### src/rtl/twl_pkg.sv
// ----------------------------------------------------------------------------
// twl_pkg: shared types and codes for the two-class waiting list
// Command and status codes, fixed field widths and the controller state type.
// ----------------------------------------------------------------------------
package twl_pkg;

  localparam int unsigned CMD_W    = 2;
  localparam int unsigned STATUS_W = 2;
  localparam int unsigned AGE_W    = 8;

  // Command codes carried on the input tuser
  localparam logic [CMD_W-1:0] CMD_INSERT = 2'd0;
  localparam logic [CMD_W-1:0] CMD_SERVE  = 2'd1;
  localparam logic [CMD_W-1:0] CMD_FIND   = 2'd2;
  localparam logic [CMD_W-1:0] CMD_DELETE = 2'd3;

  // Status codes carried on the output tuser
  localparam logic [STATUS_W-1:0] STATUS_OK   = 2'd0;
  localparam logic [STATUS_W-1:0] STATUS_MISS = 2'd1;
  localparam logic [STATUS_W-1:0] STATUS_FULL = 2'd2;

  typedef enum logic [2:0] {
    ST_IDLE,
    ST_INSERT,
    ST_SERVE,
    ST_WALK,
    ST_RELEASE,
    ST_DONE
  } state_e;

endpackage

### src/rtl/two_class_waiting_list.sv
// ----------------------------------------------------------------------------
// two_class_waiting_list: bounded ordered waiting list with keyed lookup
// Linked list of up to DEPTH entries kept in slot memories, with a free chain.
// ----------------------------------------------------------------------------
// Usage:
//   Commands enter on the slave stream: tuser carries the command (insert,
//   serve front, find by key, delete by key), tdata the key, age, reason and
//   urgent flag. Each command yields exactly one result transaction on the
//   master stream: tuser carries the status, tdata the entry that was served,
//   found or deleted, and the entry count after the command.
//   After accept, an insert passes through the insert state and a serve
//   through the serve state before the done state; a serve or lookup on an
//   empty list and an insert on a full list go straight to done. Find and
//   delete walk the list from the front until the key matches or all entries
//   have been read, and a delete that hits then puts its slot on the free
//   chain in the release state. The walk follows the link memory one slot
//   per cycle, as each next pointer comes from a registered read. One
//   command is in flight at a time; the next is accepted in the cycle after
//   the result has moved into the output register. The output register
//   holds the result while the receiver stalls. After reset the list is
//   empty and never-used slots are handed out in order by a fill counter.
// ----------------------------------------------------------------------------
module two_class_waiting_list #(
  parameter int unsigned DEPTH       = 64,
  parameter int unsigned KEY_BITS    = 32,
  parameter int unsigned REASON_BITS = 16,
  localparam int unsigned AW    = $clog2(DEPTH),
  localparam int unsigned CW    = $clog2(DEPTH + 1),
  localparam int unsigned PW    = KEY_BITS + twl_pkg::AGE_W + REASON_BITS + 1,
  localparam int unsigned IN_W  = ((PW + 7) / 8) * 8,
  localparam int unsigned OUT_W = ((PW + CW + 7) / 8) * 8
) (
  input  logic                         clk_i,
  input  logic                         rst_ni,
  input  logic                         s_axis_tvalid_i,
  output logic                         s_axis_tready_o,
  // key, age, reason_code, urgent, zero fill
  input  logic [IN_W-1:0]              s_axis_tdata_i,
  // cmd
  input  logic [twl_pkg::CMD_W-1:0]    s_axis_tuser_i,
  output logic                         m_axis_tvalid_o,
  input  logic                         m_axis_tready_i,
  // found_key, found_age, found_reason, found_urgent, entry_count, zero fill
  output logic [OUT_W-1:0]             m_axis_tdata_o,
  // status
  output logic [twl_pkg::STATUS_W-1:0] m_axis_tuser_o
);

  logic                         res_valid, res_ready;
  logic [twl_pkg::STATUS_W-1:0] res_status;
  logic [KEY_BITS-1:0]          res_key;
  logic [twl_pkg::AGE_W-1:0]    res_age;
  logic [REASON_BITS-1:0]       res_reason;
  logic                         res_urgent;
  logic [CW-1:0]                res_count;

  logic          rd_en;
  logic [AW-1:0] rd_addr;
  logic          pay_we, lnk_we;
  logic [AW-1:0] pay_waddr, lnk_waddr, lnk_wdata, lnk_rdata;
  logic [PW-1:0] pay_wdata, pay_rdata;

  logic                         out_valid_q;
  logic [OUT_W-1:0]             out_data_q;
  logic [twl_pkg::STATUS_W-1:0] out_user_q;

  twl_ctrl #(
    .DEPTH       (DEPTH),
    .KEY_BITS    (KEY_BITS),
    .REASON_BITS (REASON_BITS)
  ) u_ctrl (
    .clk_i        (clk_i),
    .rst_ni       (rst_ni),
    .in_valid_i   (s_axis_tvalid_i),
    .in_ready_o   (s_axis_tready_o),
    .in_cmd_i     (s_axis_tuser_i),
    .in_key_i     (s_axis_tdata_i[KEY_BITS-1:0]),
    .in_age_i     (s_axis_tdata_i[KEY_BITS +: twl_pkg::AGE_W]),
    .in_reason_i  (s_axis_tdata_i[KEY_BITS+twl_pkg::AGE_W +: REASON_BITS]),
    .in_urgent_i  (s_axis_tdata_i[PW-1]),
    .res_valid_o  (res_valid),
    .res_ready_i  (res_ready),
    .res_status_o (res_status),
    .res_key_o    (res_key),
    .res_age_o    (res_age),
    .res_reason_o (res_reason),
    .res_urgent_o (res_urgent),
    .res_count_o  (res_count),
    .rd_en_o      (rd_en),
    .rd_addr_o    (rd_addr),
    .pay_we_o     (pay_we),
    .pay_waddr_o  (pay_waddr),
    .pay_wdata_o  (pay_wdata),
    .pay_rdata_i  (pay_rdata),
    .lnk_we_o     (lnk_we),
    .lnk_waddr_o  (lnk_waddr),
    .lnk_wdata_o  (lnk_wdata),
    .lnk_rdata_i  (lnk_rdata)
  );

  twl_ram #(
    .WIDTH (PW),
    .DEPTH (DEPTH)
  ) u_pay_ram (
    .clk_i   (clk_i),
    .we_i    (pay_we),
    .waddr_i (pay_waddr),
    .wdata_i (pay_wdata),
    .re_i    (rd_en),
    .raddr_i (rd_addr),
    .rdata_o (pay_rdata)
  );

  twl_ram #(
    .WIDTH (AW),
    .DEPTH (DEPTH)
  ) u_lnk_ram (
    .clk_i   (clk_i),
    .we_i    (lnk_we),
    .waddr_i (lnk_waddr),
    .wdata_i (lnk_wdata),
    .re_i    (rd_en),
    .raddr_i (rd_addr),
    .rdata_o (lnk_rdata)
  );

  // Output register: load when empty or being drained
  assign res_ready = !out_valid_q || m_axis_tready_i;

  always_ff @(posedge clk_i or negedge rst_ni) begin
    if (!rst_ni) begin
      out_valid_q <= 1'b0;
    end else if (res_ready) begin
      out_valid_q <= res_valid;
    end
  end

  always_ff @(posedge clk_i) begin
    if (res_ready && res_valid) begin
      out_data_q <= OUT_W'({res_count, res_urgent, res_reason, res_age, res_key});
      out_user_q <= res_status;
    end
  end

  assign m_axis_tvalid_o = out_valid_q;
  assign m_axis_tdata_o  = out_data_q;
  assign m_axis_tuser_o  = out_user_q;

endmodule

### src/rtl/twl_ram.sv
// ----------------------------------------------------------------------------
// twl_ram: simple dual-port synchronous memory
// One write port and one read port; read data is registered.
// ----------------------------------------------------------------------------
module twl_ram #(
  parameter int unsigned WIDTH = 8,
  parameter int unsigned DEPTH = 64,
  localparam int unsigned AW = $clog2(DEPTH)
) (
  input  logic             clk_i,
  input  logic             we_i,
  input  logic [AW-1:0]    waddr_i,
  input  logic [WIDTH-1:0] wdata_i,
  input  logic             re_i,
  input  logic [AW-1:0]    raddr_i,
  output logic [WIDTH-1:0] rdata_o
);

  logic [WIDTH-1:0] mem_q [DEPTH];
  logic [WIDTH-1:0] rdata_q;

  // Write port
  always_ff @(posedge clk_i) begin
    if (we_i) begin
      mem_q[waddr_i] <= wdata_i;
    end
  end

  // Registered read port
  always_ff @(posedge clk_i) begin
    if (re_i) begin
      rdata_q <= mem_q[raddr_i];
    end
  end

  assign rdata_o = rdata_q;

endmodule

### src/rtl/twl_ctrl.sv
// ----------------------------------------------------------------------------
// twl_ctrl: list sequencer for the two-class waiting list
// Holds head, tail, free-chain and count registers, and drives the slot
// payload and link memories one access per cycle for each command.
// ----------------------------------------------------------------------------
module twl_ctrl #(
  parameter int unsigned DEPTH       = 64,
  parameter int unsigned KEY_BITS    = 32,
  parameter int unsigned REASON_BITS = 16,
  localparam int unsigned AW = $clog2(DEPTH),
  localparam int unsigned CW = $clog2(DEPTH + 1),
  localparam int unsigned PW = KEY_BITS + twl_pkg::AGE_W + REASON_BITS + 1
) (
  input  logic                          clk_i,
  input  logic                          rst_ni,
  // command transaction
  input  logic                          in_valid_i,
  output logic                          in_ready_o,
  input  logic [twl_pkg::CMD_W-1:0]     in_cmd_i,
  input  logic [KEY_BITS-1:0]           in_key_i,
  input  logic [twl_pkg::AGE_W-1:0]     in_age_i,
  input  logic [REASON_BITS-1:0]        in_reason_i,
  input  logic                          in_urgent_i,
  // result transaction
  output logic                          res_valid_o,
  input  logic                          res_ready_i,
  output logic [twl_pkg::STATUS_W-1:0]  res_status_o,
  output logic [KEY_BITS-1:0]           res_key_o,
  output logic [twl_pkg::AGE_W-1:0]     res_age_o,
  output logic [REASON_BITS-1:0]        res_reason_o,
  output logic                          res_urgent_o,
  output logic [CW-1:0]                 res_count_o,
  // shared read address for both memories
  output logic                          rd_en_o,
  output logic [AW-1:0]                 rd_addr_o,
  // payload memory
  output logic                          pay_we_o,
  output logic [AW-1:0]                 pay_waddr_o,
  output logic [PW-1:0]                 pay_wdata_o,
  input  logic [PW-1:0]                 pay_rdata_i,
  // link memory
  output logic                          lnk_we_o,
  output logic [AW-1:0]                 lnk_waddr_o,
  output logic [AW-1:0]                 lnk_wdata_o,
  input  logic [AW-1:0]                 lnk_rdata_i
);

  localparam logic [CW-1:0] FULL_COUNT = CW'(DEPTH);

  twl_pkg::state_e state_q, state_d;

  // list control registers
  logic [AW-1:0] head_q, tail_q, free_head_q;
  logic [CW-1:0] used_q, rel_cnt_q, fresh_q;
  logic [AW-1:0] cur_q, prev_q, slot_q;
  logic [CW-1:0] step_q;

  // latched command
  logic [twl_pkg::CMD_W-1:0] cmd_q;
  logic [KEY_BITS-1:0]       key_q;
  logic [twl_pkg::AGE_W-1:0] age_q;
  logic [REASON_BITS-1:0]    reason_q;
  logic                      urgent_q;

  // result holding registers
  logic [twl_pkg::STATUS_W-1:0] status_q;
  logic [KEY_BITS-1:0]          rkey_q;
  logic [twl_pkg::AGE_W-1:0]    rage_q;
  logic [REASON_BITS-1:0]       rreason_q;
  logic                         rurgent_q;

  logic                      accept;
  logic                      key_hit;
  logic                      last_step;
  logic [KEY_BITS-1:0]       pay_key;
  logic [twl_pkg::AGE_W-1:0] pay_age;
  logic [REASON_BITS-1:0]    pay_reason;
  logic                      pay_urgent;

  assign accept = in_valid_i && in_ready_o;
  assign {pay_urgent, pay_reason, pay_age, pay_key} = pay_rdata_i;
  assign key_hit   = (pay_key == key_q);
  assign last_step = ((step_q + 1'b1) == used_q);

  // Next state
  always_comb begin
    state_d = state_q;
    case (state_q)
      twl_pkg::ST_IDLE: begin
        if (accept) begin
          case (in_cmd_i)
            twl_pkg::CMD_INSERT:
              state_d = (used_q == FULL_COUNT) ? twl_pkg::ST_DONE : twl_pkg::ST_INSERT;
            twl_pkg::CMD_SERVE:
              state_d = (used_q == '0) ? twl_pkg::ST_DONE : twl_pkg::ST_SERVE;
            default:
              state_d = (used_q == '0) ? twl_pkg::ST_DONE : twl_pkg::ST_WALK;
          endcase
        end
      end
      twl_pkg::ST_INSERT:  state_d = twl_pkg::ST_DONE;
      twl_pkg::ST_SERVE:   state_d = twl_pkg::ST_DONE;
      twl_pkg::ST_WALK: begin
        if (key_hit) begin
          state_d = (cmd_q == twl_pkg::CMD_DELETE) ? twl_pkg::ST_RELEASE : twl_pkg::ST_DONE;
        end else if (last_step) begin
          state_d = twl_pkg::ST_DONE;
        end
      end
      twl_pkg::ST_RELEASE: state_d = twl_pkg::ST_DONE;
      twl_pkg::ST_DONE: begin
        if (res_ready_i) begin
          state_d = twl_pkg::ST_IDLE;
        end
      end
      default: state_d = twl_pkg::ST_IDLE;
    endcase
  end

  // Outputs: handshakes and memory port controls
  always_comb begin
    in_ready_o  = 1'b0;
    res_valid_o = 1'b0;
    rd_en_o     = 1'b0;
    rd_addr_o   = head_q;
    pay_we_o    = 1'b0;
    pay_waddr_o = slot_q;
    pay_wdata_o = {urgent_q, reason_q, age_q, key_q};
    lnk_we_o    = 1'b0;
    lnk_waddr_o = slot_q;
    lnk_wdata_o = head_q;
    case (state_q)
      twl_pkg::ST_IDLE: begin
        in_ready_o = 1'b1;
        rd_en_o    = 1'b1;
        rd_addr_o  = (in_cmd_i == twl_pkg::CMD_INSERT) ? free_head_q : head_q;
      end
      twl_pkg::ST_INSERT: begin
        pay_we_o = 1'b1;
        if (urgent_q) begin
          // new front entry points at the old head
          lnk_we_o    = 1'b1;
          lnk_waddr_o = slot_q;
          lnk_wdata_o = head_q;
        end else if (used_q != '0) begin
          // old tail points at the new entry
          lnk_we_o    = 1'b1;
          lnk_waddr_o = tail_q;
          lnk_wdata_o = slot_q;
        end
      end
      twl_pkg::ST_SERVE: begin
        // push the served slot onto the free chain
        lnk_we_o    = 1'b1;
        lnk_waddr_o = head_q;
        lnk_wdata_o = free_head_q;
      end
      twl_pkg::ST_WALK: begin
        if (key_hit) begin
          // bypass the hit entry unless it is the head
          if (cmd_q == twl_pkg::CMD_DELETE && step_q != '0) begin
            lnk_we_o    = 1'b1;
            lnk_waddr_o = prev_q;
            lnk_wdata_o = lnk_rdata_i;
          end
        end else if (!last_step) begin
          rd_en_o   = 1'b1;
          rd_addr_o = lnk_rdata_i;
        end
      end
      twl_pkg::ST_RELEASE: begin
        lnk_we_o    = 1'b1;
        lnk_waddr_o = cur_q;
        lnk_wdata_o = free_head_q;
      end
      twl_pkg::ST_DONE: res_valid_o = 1'b1;
      default: ;
    endcase
  end

  // Control state
  always_ff @(posedge clk_i or negedge rst_ni) begin
    if (!rst_ni) begin
      state_q     <= twl_pkg::ST_IDLE;
      head_q      <= '0;
      tail_q      <= '0;
      free_head_q <= '0;
      used_q      <= '0;
      rel_cnt_q   <= '0;
      fresh_q     <= '0;
      step_q      <= '0;
      cur_q       <= '0;
      prev_q      <= '0;
      slot_q      <= '0;
    end else begin
      state_q <= state_d;
      case (state_q)
        twl_pkg::ST_IDLE: begin
          cur_q  <= head_q;
          prev_q <= head_q;
          step_q <= '0;
          // take a released slot first, otherwise a never-used one
          slot_q <= (rel_cnt_q != '0) ? free_head_q : fresh_q[AW-1:0];
        end
        twl_pkg::ST_INSERT: begin
          if (rel_cnt_q != '0) begin
            free_head_q <= lnk_rdata_i;
            rel_cnt_q   <= rel_cnt_q - 1'b1;
          end else begin
            fresh_q <= fresh_q + 1'b1;
          end
          if (urgent_q) begin
            head_q <= slot_q;
            if (used_q == '0) begin
              tail_q <= slot_q;
            end
          end else begin
            if (used_q == '0) begin
              head_q <= slot_q;
            end
            tail_q <= slot_q;
          end
          used_q <= used_q + 1'b1;
        end
        twl_pkg::ST_SERVE: begin
          head_q      <= lnk_rdata_i;
          free_head_q <= head_q;
          rel_cnt_q   <= rel_cnt_q + 1'b1;
          used_q      <= used_q - 1'b1;
        end
        twl_pkg::ST_WALK: begin
          if (key_hit) begin
            if (cmd_q == twl_pkg::CMD_DELETE) begin
              if (step_q == '0) begin
                head_q <= lnk_rdata_i;
              end
              if (cur_q == tail_q) begin
                tail_q <= prev_q;
              end
              used_q <= used_q - 1'b1;
            end
          end else begin
            prev_q <= cur_q;
            cur_q  <= lnk_rdata_i;
            step_q <= step_q + 1'b1;
          end
        end
        twl_pkg::ST_RELEASE: begin
          free_head_q <= cur_q;
          rel_cnt_q   <= rel_cnt_q + 1'b1;
        end
        default: ;
      endcase
    end
  end

  // Latch the command and build the result
  always_ff @(posedge clk_i) begin
    if (accept) begin
      cmd_q     <= in_cmd_i;
      key_q     <= in_key_i;
      age_q     <= in_age_i;
      reason_q  <= in_reason_i;
      urgent_q  <= in_urgent_i;
      rkey_q    <= '0;
      rage_q    <= '0;
      rreason_q <= '0;
      rurgent_q <= 1'b0;
      if (in_cmd_i == twl_pkg::CMD_INSERT) begin
        status_q <= (used_q == FULL_COUNT) ? twl_pkg::STATUS_FULL : twl_pkg::STATUS_OK;
      end else begin
        status_q <= (used_q == '0) ? twl_pkg::STATUS_MISS : twl_pkg::STATUS_OK;
      end
    end else if (state_q == twl_pkg::ST_SERVE ||
                 (state_q == twl_pkg::ST_WALK && key_hit)) begin
      rkey_q    <= pay_key;
      rage_q    <= pay_age;
      rreason_q <= pay_reason;
      rurgent_q <= pay_urgent;
    end else if (state_q == twl_pkg::ST_WALK && last_step) begin
      status_q <= twl_pkg::STATUS_MISS;
    end
  end

  assign res_status_o = status_q;
  assign res_key_o    = rkey_q;
  assign res_age_o    = rage_q;
  assign res_reason_o = rreason_q;
  assign res_urgent_o = rurgent_q;
  assign res_count_o  = used_q;

endmodule

### config.mk
export PLATFORM = sky130hd
export DESIGN_NAME = two_class_waiting_list
export DESIGN_NICKNAME = d
export VERILOG_FILES = /design/src/rtl/twl_pkg.sv /design/src/rtl/two_class_waiting_list.sv /design/src/rtl/twl_ram.sv /design/src/rtl/twl_ctrl.sv
export SDC_FILE = /design/constraint.sdc
export NUM_CORES = 2
export LEC_CHECK = 0
export BUFFER_PORTS_ARGS = -buffer_cell sky130_fd_sc_hd__buf_2
export CORE_MARGIN = 2
export CORE_UTILIZATION = 30
export DETAILED_ROUTE_END_ITERATION = 12
export HOLD_SLACK_MARGIN = 0.15
export PLACE_DENSITY = 0.5
export SLEW_MARGIN = 20
export SYNTH_ARGS = -nofsm -noshare
export SYNTH_HDL_FRONTEND = slang
export SYNTH_SLANG_ARGS = --single-unit
### constraint.sdc
create_clock -name clk_i -period 12.3 [get_ports clk_i]
set_input_delay 1.23 -clock clk_i [delete_from_list [all_inputs] [get_ports clk_i]]
set_output_delay 1.23 -clock clk_i [all_outputs]
set_load 0.01 [all_outputs]
==> metrics.yaml <==
status: "finished, final reports clean"
post_cts_buffers: 0
async_reset_ff_frac: 0.0154
maxCapViolCount: 0
ant_nets: 0
seqPwrFrac: 0.432
die-area_um2: 565000
setup_tns_ns: 0
syn_avg_cell_area_um2: 19.2
ir_drop_uv: 278
cts.reportedPaths.clkPinSlew_ns: 0.06
synth_ff_type: "edfxtp_1"
final_cell_mix: "edfxtp_1, mux4_2, clkbuf_16, a21oi_1, nand2_1"
fmax_mhz: 128
leakage_uw: 0.0609
n_fill_cell: 52200
drc: 0
setup.worst_path.start_class: "register"
ctsResizeCount: 0
swShare: 0.319
grt_pass1_vias: 91400
maxSlewHeadroom: 0.201
initial_core_util: 0.301
arrival_ns: 8.55
path_max_fanout: 88
synth_top_family_by_area: "multiplexers"
clock-sinks: 4346
period_share: 0.636
grt_use_total: 0.192
hold_path_class: "primary input to register"
setup_viol: 0
tightest_slew_ns: 1.20
syn_inst: 8752
rsz0062_at_grt: "false"
grt_max_degree: 135
clockBufferDepth: 4
mappedNetlistArea_um2: 168000
grt_antenna_before_repair: 38
ys_ff_latch: 4346
fin_crit_ns: 7.83
synthAdderAreaFrac: 0.00121
cts_max_level: 5
cp.required_ns: 13.02
powerDensity_nw_per_um2: 220
syn_to_final_growth_pct: 15.1
drv_slew: 0
p_clk_frac: 0.314
timing.hold.ws_ns: 0.331
synth_xor_area_frac: 0.00355
drt_iter0_drc: 12300
drive_above_1_share: 0.200
final_hold_viol_count: 0
worstSetupPathType: "register to register"
ys.warnings.count: 0
vias_per_cell: 5.49
numCtsBuffers: 441
num_rows: 274
nets: 9119
p_int_uw: 28800
die_x_um: 751
synth-simple-area-share: 0.0359
synth_fp_nets: 8837
dr_total_vias: 92600
cts_hold_buf: 0
routabilityCongestion: 0.791
io-pin-count: 138
coreArea_um2: 557000
synth.mux.area_fraction: 0.0996
wl_per_cell_um: 33.2
power_frac_comb: 0.254
grt_pass1_wl_um: 762000
endpoint_kind: "register"
dp_hpwl_um: 307000
gr-total-overflow: 0
clkLatencyLatePin_ns: 1.07
synth-seq-area-share: 0.773
synth_compound_gate_area_share: 0.0709
numPortBuffers: 130
tritoncts: "built"
ys_types: 72
synth_enable_flop_cells: 4222
skew_ns: 0.0946
dr.pass1.iters: 9
die_y_um: 751
layout_commonest_cell: "edfxtp_1"
switching_power_uw: 13500
totalWireLength_um: 560000
root_buffer: "clkbuf_16"
## cell type report
type,count,area [µm²],area share
antenna,11,27.5,0.000143
clock buffer,527,11500,0.0599
clock inverter,282,2590,0.0134
inverter,10,37.5,0.000195
multi-input combinational,3767,36100,0.187
sequential,4346,130000,0.672
tap,7452,9320,0.0483
timing repair buffer,468,3590,0.0186
## critical path, stage by stage, from the launching register on
cell and delay, ns:
edfxtp_1 0.34, buf_4 0.46, xnor2_1 0.20, buf_4 0.22, nand4_1 0.46, nor4_4 1.00
a21o_1 0.68, or3_4 0.66, nand3_4 0.78, buf_12 0.52, buf_4 0.45, mux4_2 0.46
a22oi_1 0.19, and4_1 0.44, nand4b_1 0.19
## Yosys cell counts, drive strengths merged, types with 66 or more instances
cell	number	share of area
mux2i	214	0.013
a221oi	86	0.0045
nor2	264	0.0059
a31oi	68	0.0025
dfrtp	67	0.010
a32oi	100	0.0052
mux4	643	0.086
a21o	137	0.0061
nand2	326	0.0073
a221o	125	0.0075
nand4	92	0.0034
buf	191	0.0057
a22oi	272	0.012
and3	192	0.0072
a21oi	406	0.012
o21ai	129	0.0039
clkbuf	438	0.0098
edfxtp	4222	0.76
o31ai	67	0.0030
nor4	66	0.0025
## through the flow
| step | total power, µW | cells | area (µm²) | setup WS [ns] | utilization |
|---|---|---|---|---|---|
| finish | 42300 | 16900 | 193000 | 4.47 | 0.346 |
| global placement | 29200 | 16000 | 179000 | 4.79 | 0.321 |
| detailed placement | 29400 | 16000 | 179000 | 4.64 | 0.321 |
| floorplan | 25100 | 8752 | 168000 | 6.54 | - |
| CTS | 42700 | 16900 | 193000 | 4.60 | 0.346 |
| global route | 43800 | 16900 | 193000 | 4.35 | 0.346 |
## flip-flops by register name (all words and copies together) (netlist names), 8 cells and up
name                 cells
u_pay_ram.mem_q       3648
u_lnk_ram.mem_q        384
m_axis_tdata_o          64
u_pay_ram.rdata_o       57
u_ctrl.key_q            32
u_ctrl.res_key_o        32
u_ctrl.reason_q         16
u_ctrl.res_reason_o     16
u_ctrl.age_q             8
u_ctrl.res_age_o         8
## metal layers
metal | wire, µm | global-route usage | vias up
met1 | 228000 | 0.259 | 50100
met2 | 269000 | 0.317 | 4484
met5 | 15 | 0 | -
met4 | 20900 | 0.0638 | 4
li1 | - | - | 37200
met3 | 42000 | 0.0306 | 912
## cell families (layout without fill, tap and decap cells)
family	count (synthesis)	count (layout)
flip-flops	4346	4346
AO/OA/AOI/OAI	1669	1669
AND/OR/NAND/NOR	1151	1151
multiplexers	864	864
buffers and inverters	639	1287
XOR/XNOR	68	68
adder cells (fa/ha/maj)	15	15
other	0	11
## power groups by stage
stage	Combinational [µW]	Sequential, µW	Clock, µW
5_1_grt	11400	18300	14100
6_report	10700	18300	13300
4_1_cts	10800	18300	13500
3_5_place_dp	10800	18600	0
2_1_floorplan	6610	18500	0
3_3_place_gp	10600	18600	0
## worst paths after layout
kind / from / endpoint / slack (ns) / cells after the start
max in group asynchronous: rst_ni / u_ctrl.head_q[1]$_DFFE_PN0P_ / 11.25 / 2
max reg2reg: u_ctrl.key_q[28]$_DFFE_PP_ / u_pay_ram.rdata_o[37]$_DFFE_PP_ / 4.47 / 14
min reg2reg: u_ctrl.res_key_o[19]$_SDFFE_PP0N_ / m_axis_tdata_o[19]$_DFFE_PP_ / 0.41 / 0
min: s_axis_tdata_i[22] / u_ctrl.key_q[22]$_DFFE_PP_ / 0.33 / 1
max: u_ctrl.key_q[28]$_DFFE_PP_ / u_pay_ram.rdata_o[37]$_DFFE_PP_ / 4.47 / 14
min in group asynchronous: rst_ni / u_ctrl.rel_cnt_q[2]$_DFFE_PN0P_ / 0.43 / 2
Note: power is estimated with default switching activity, not from simulation.
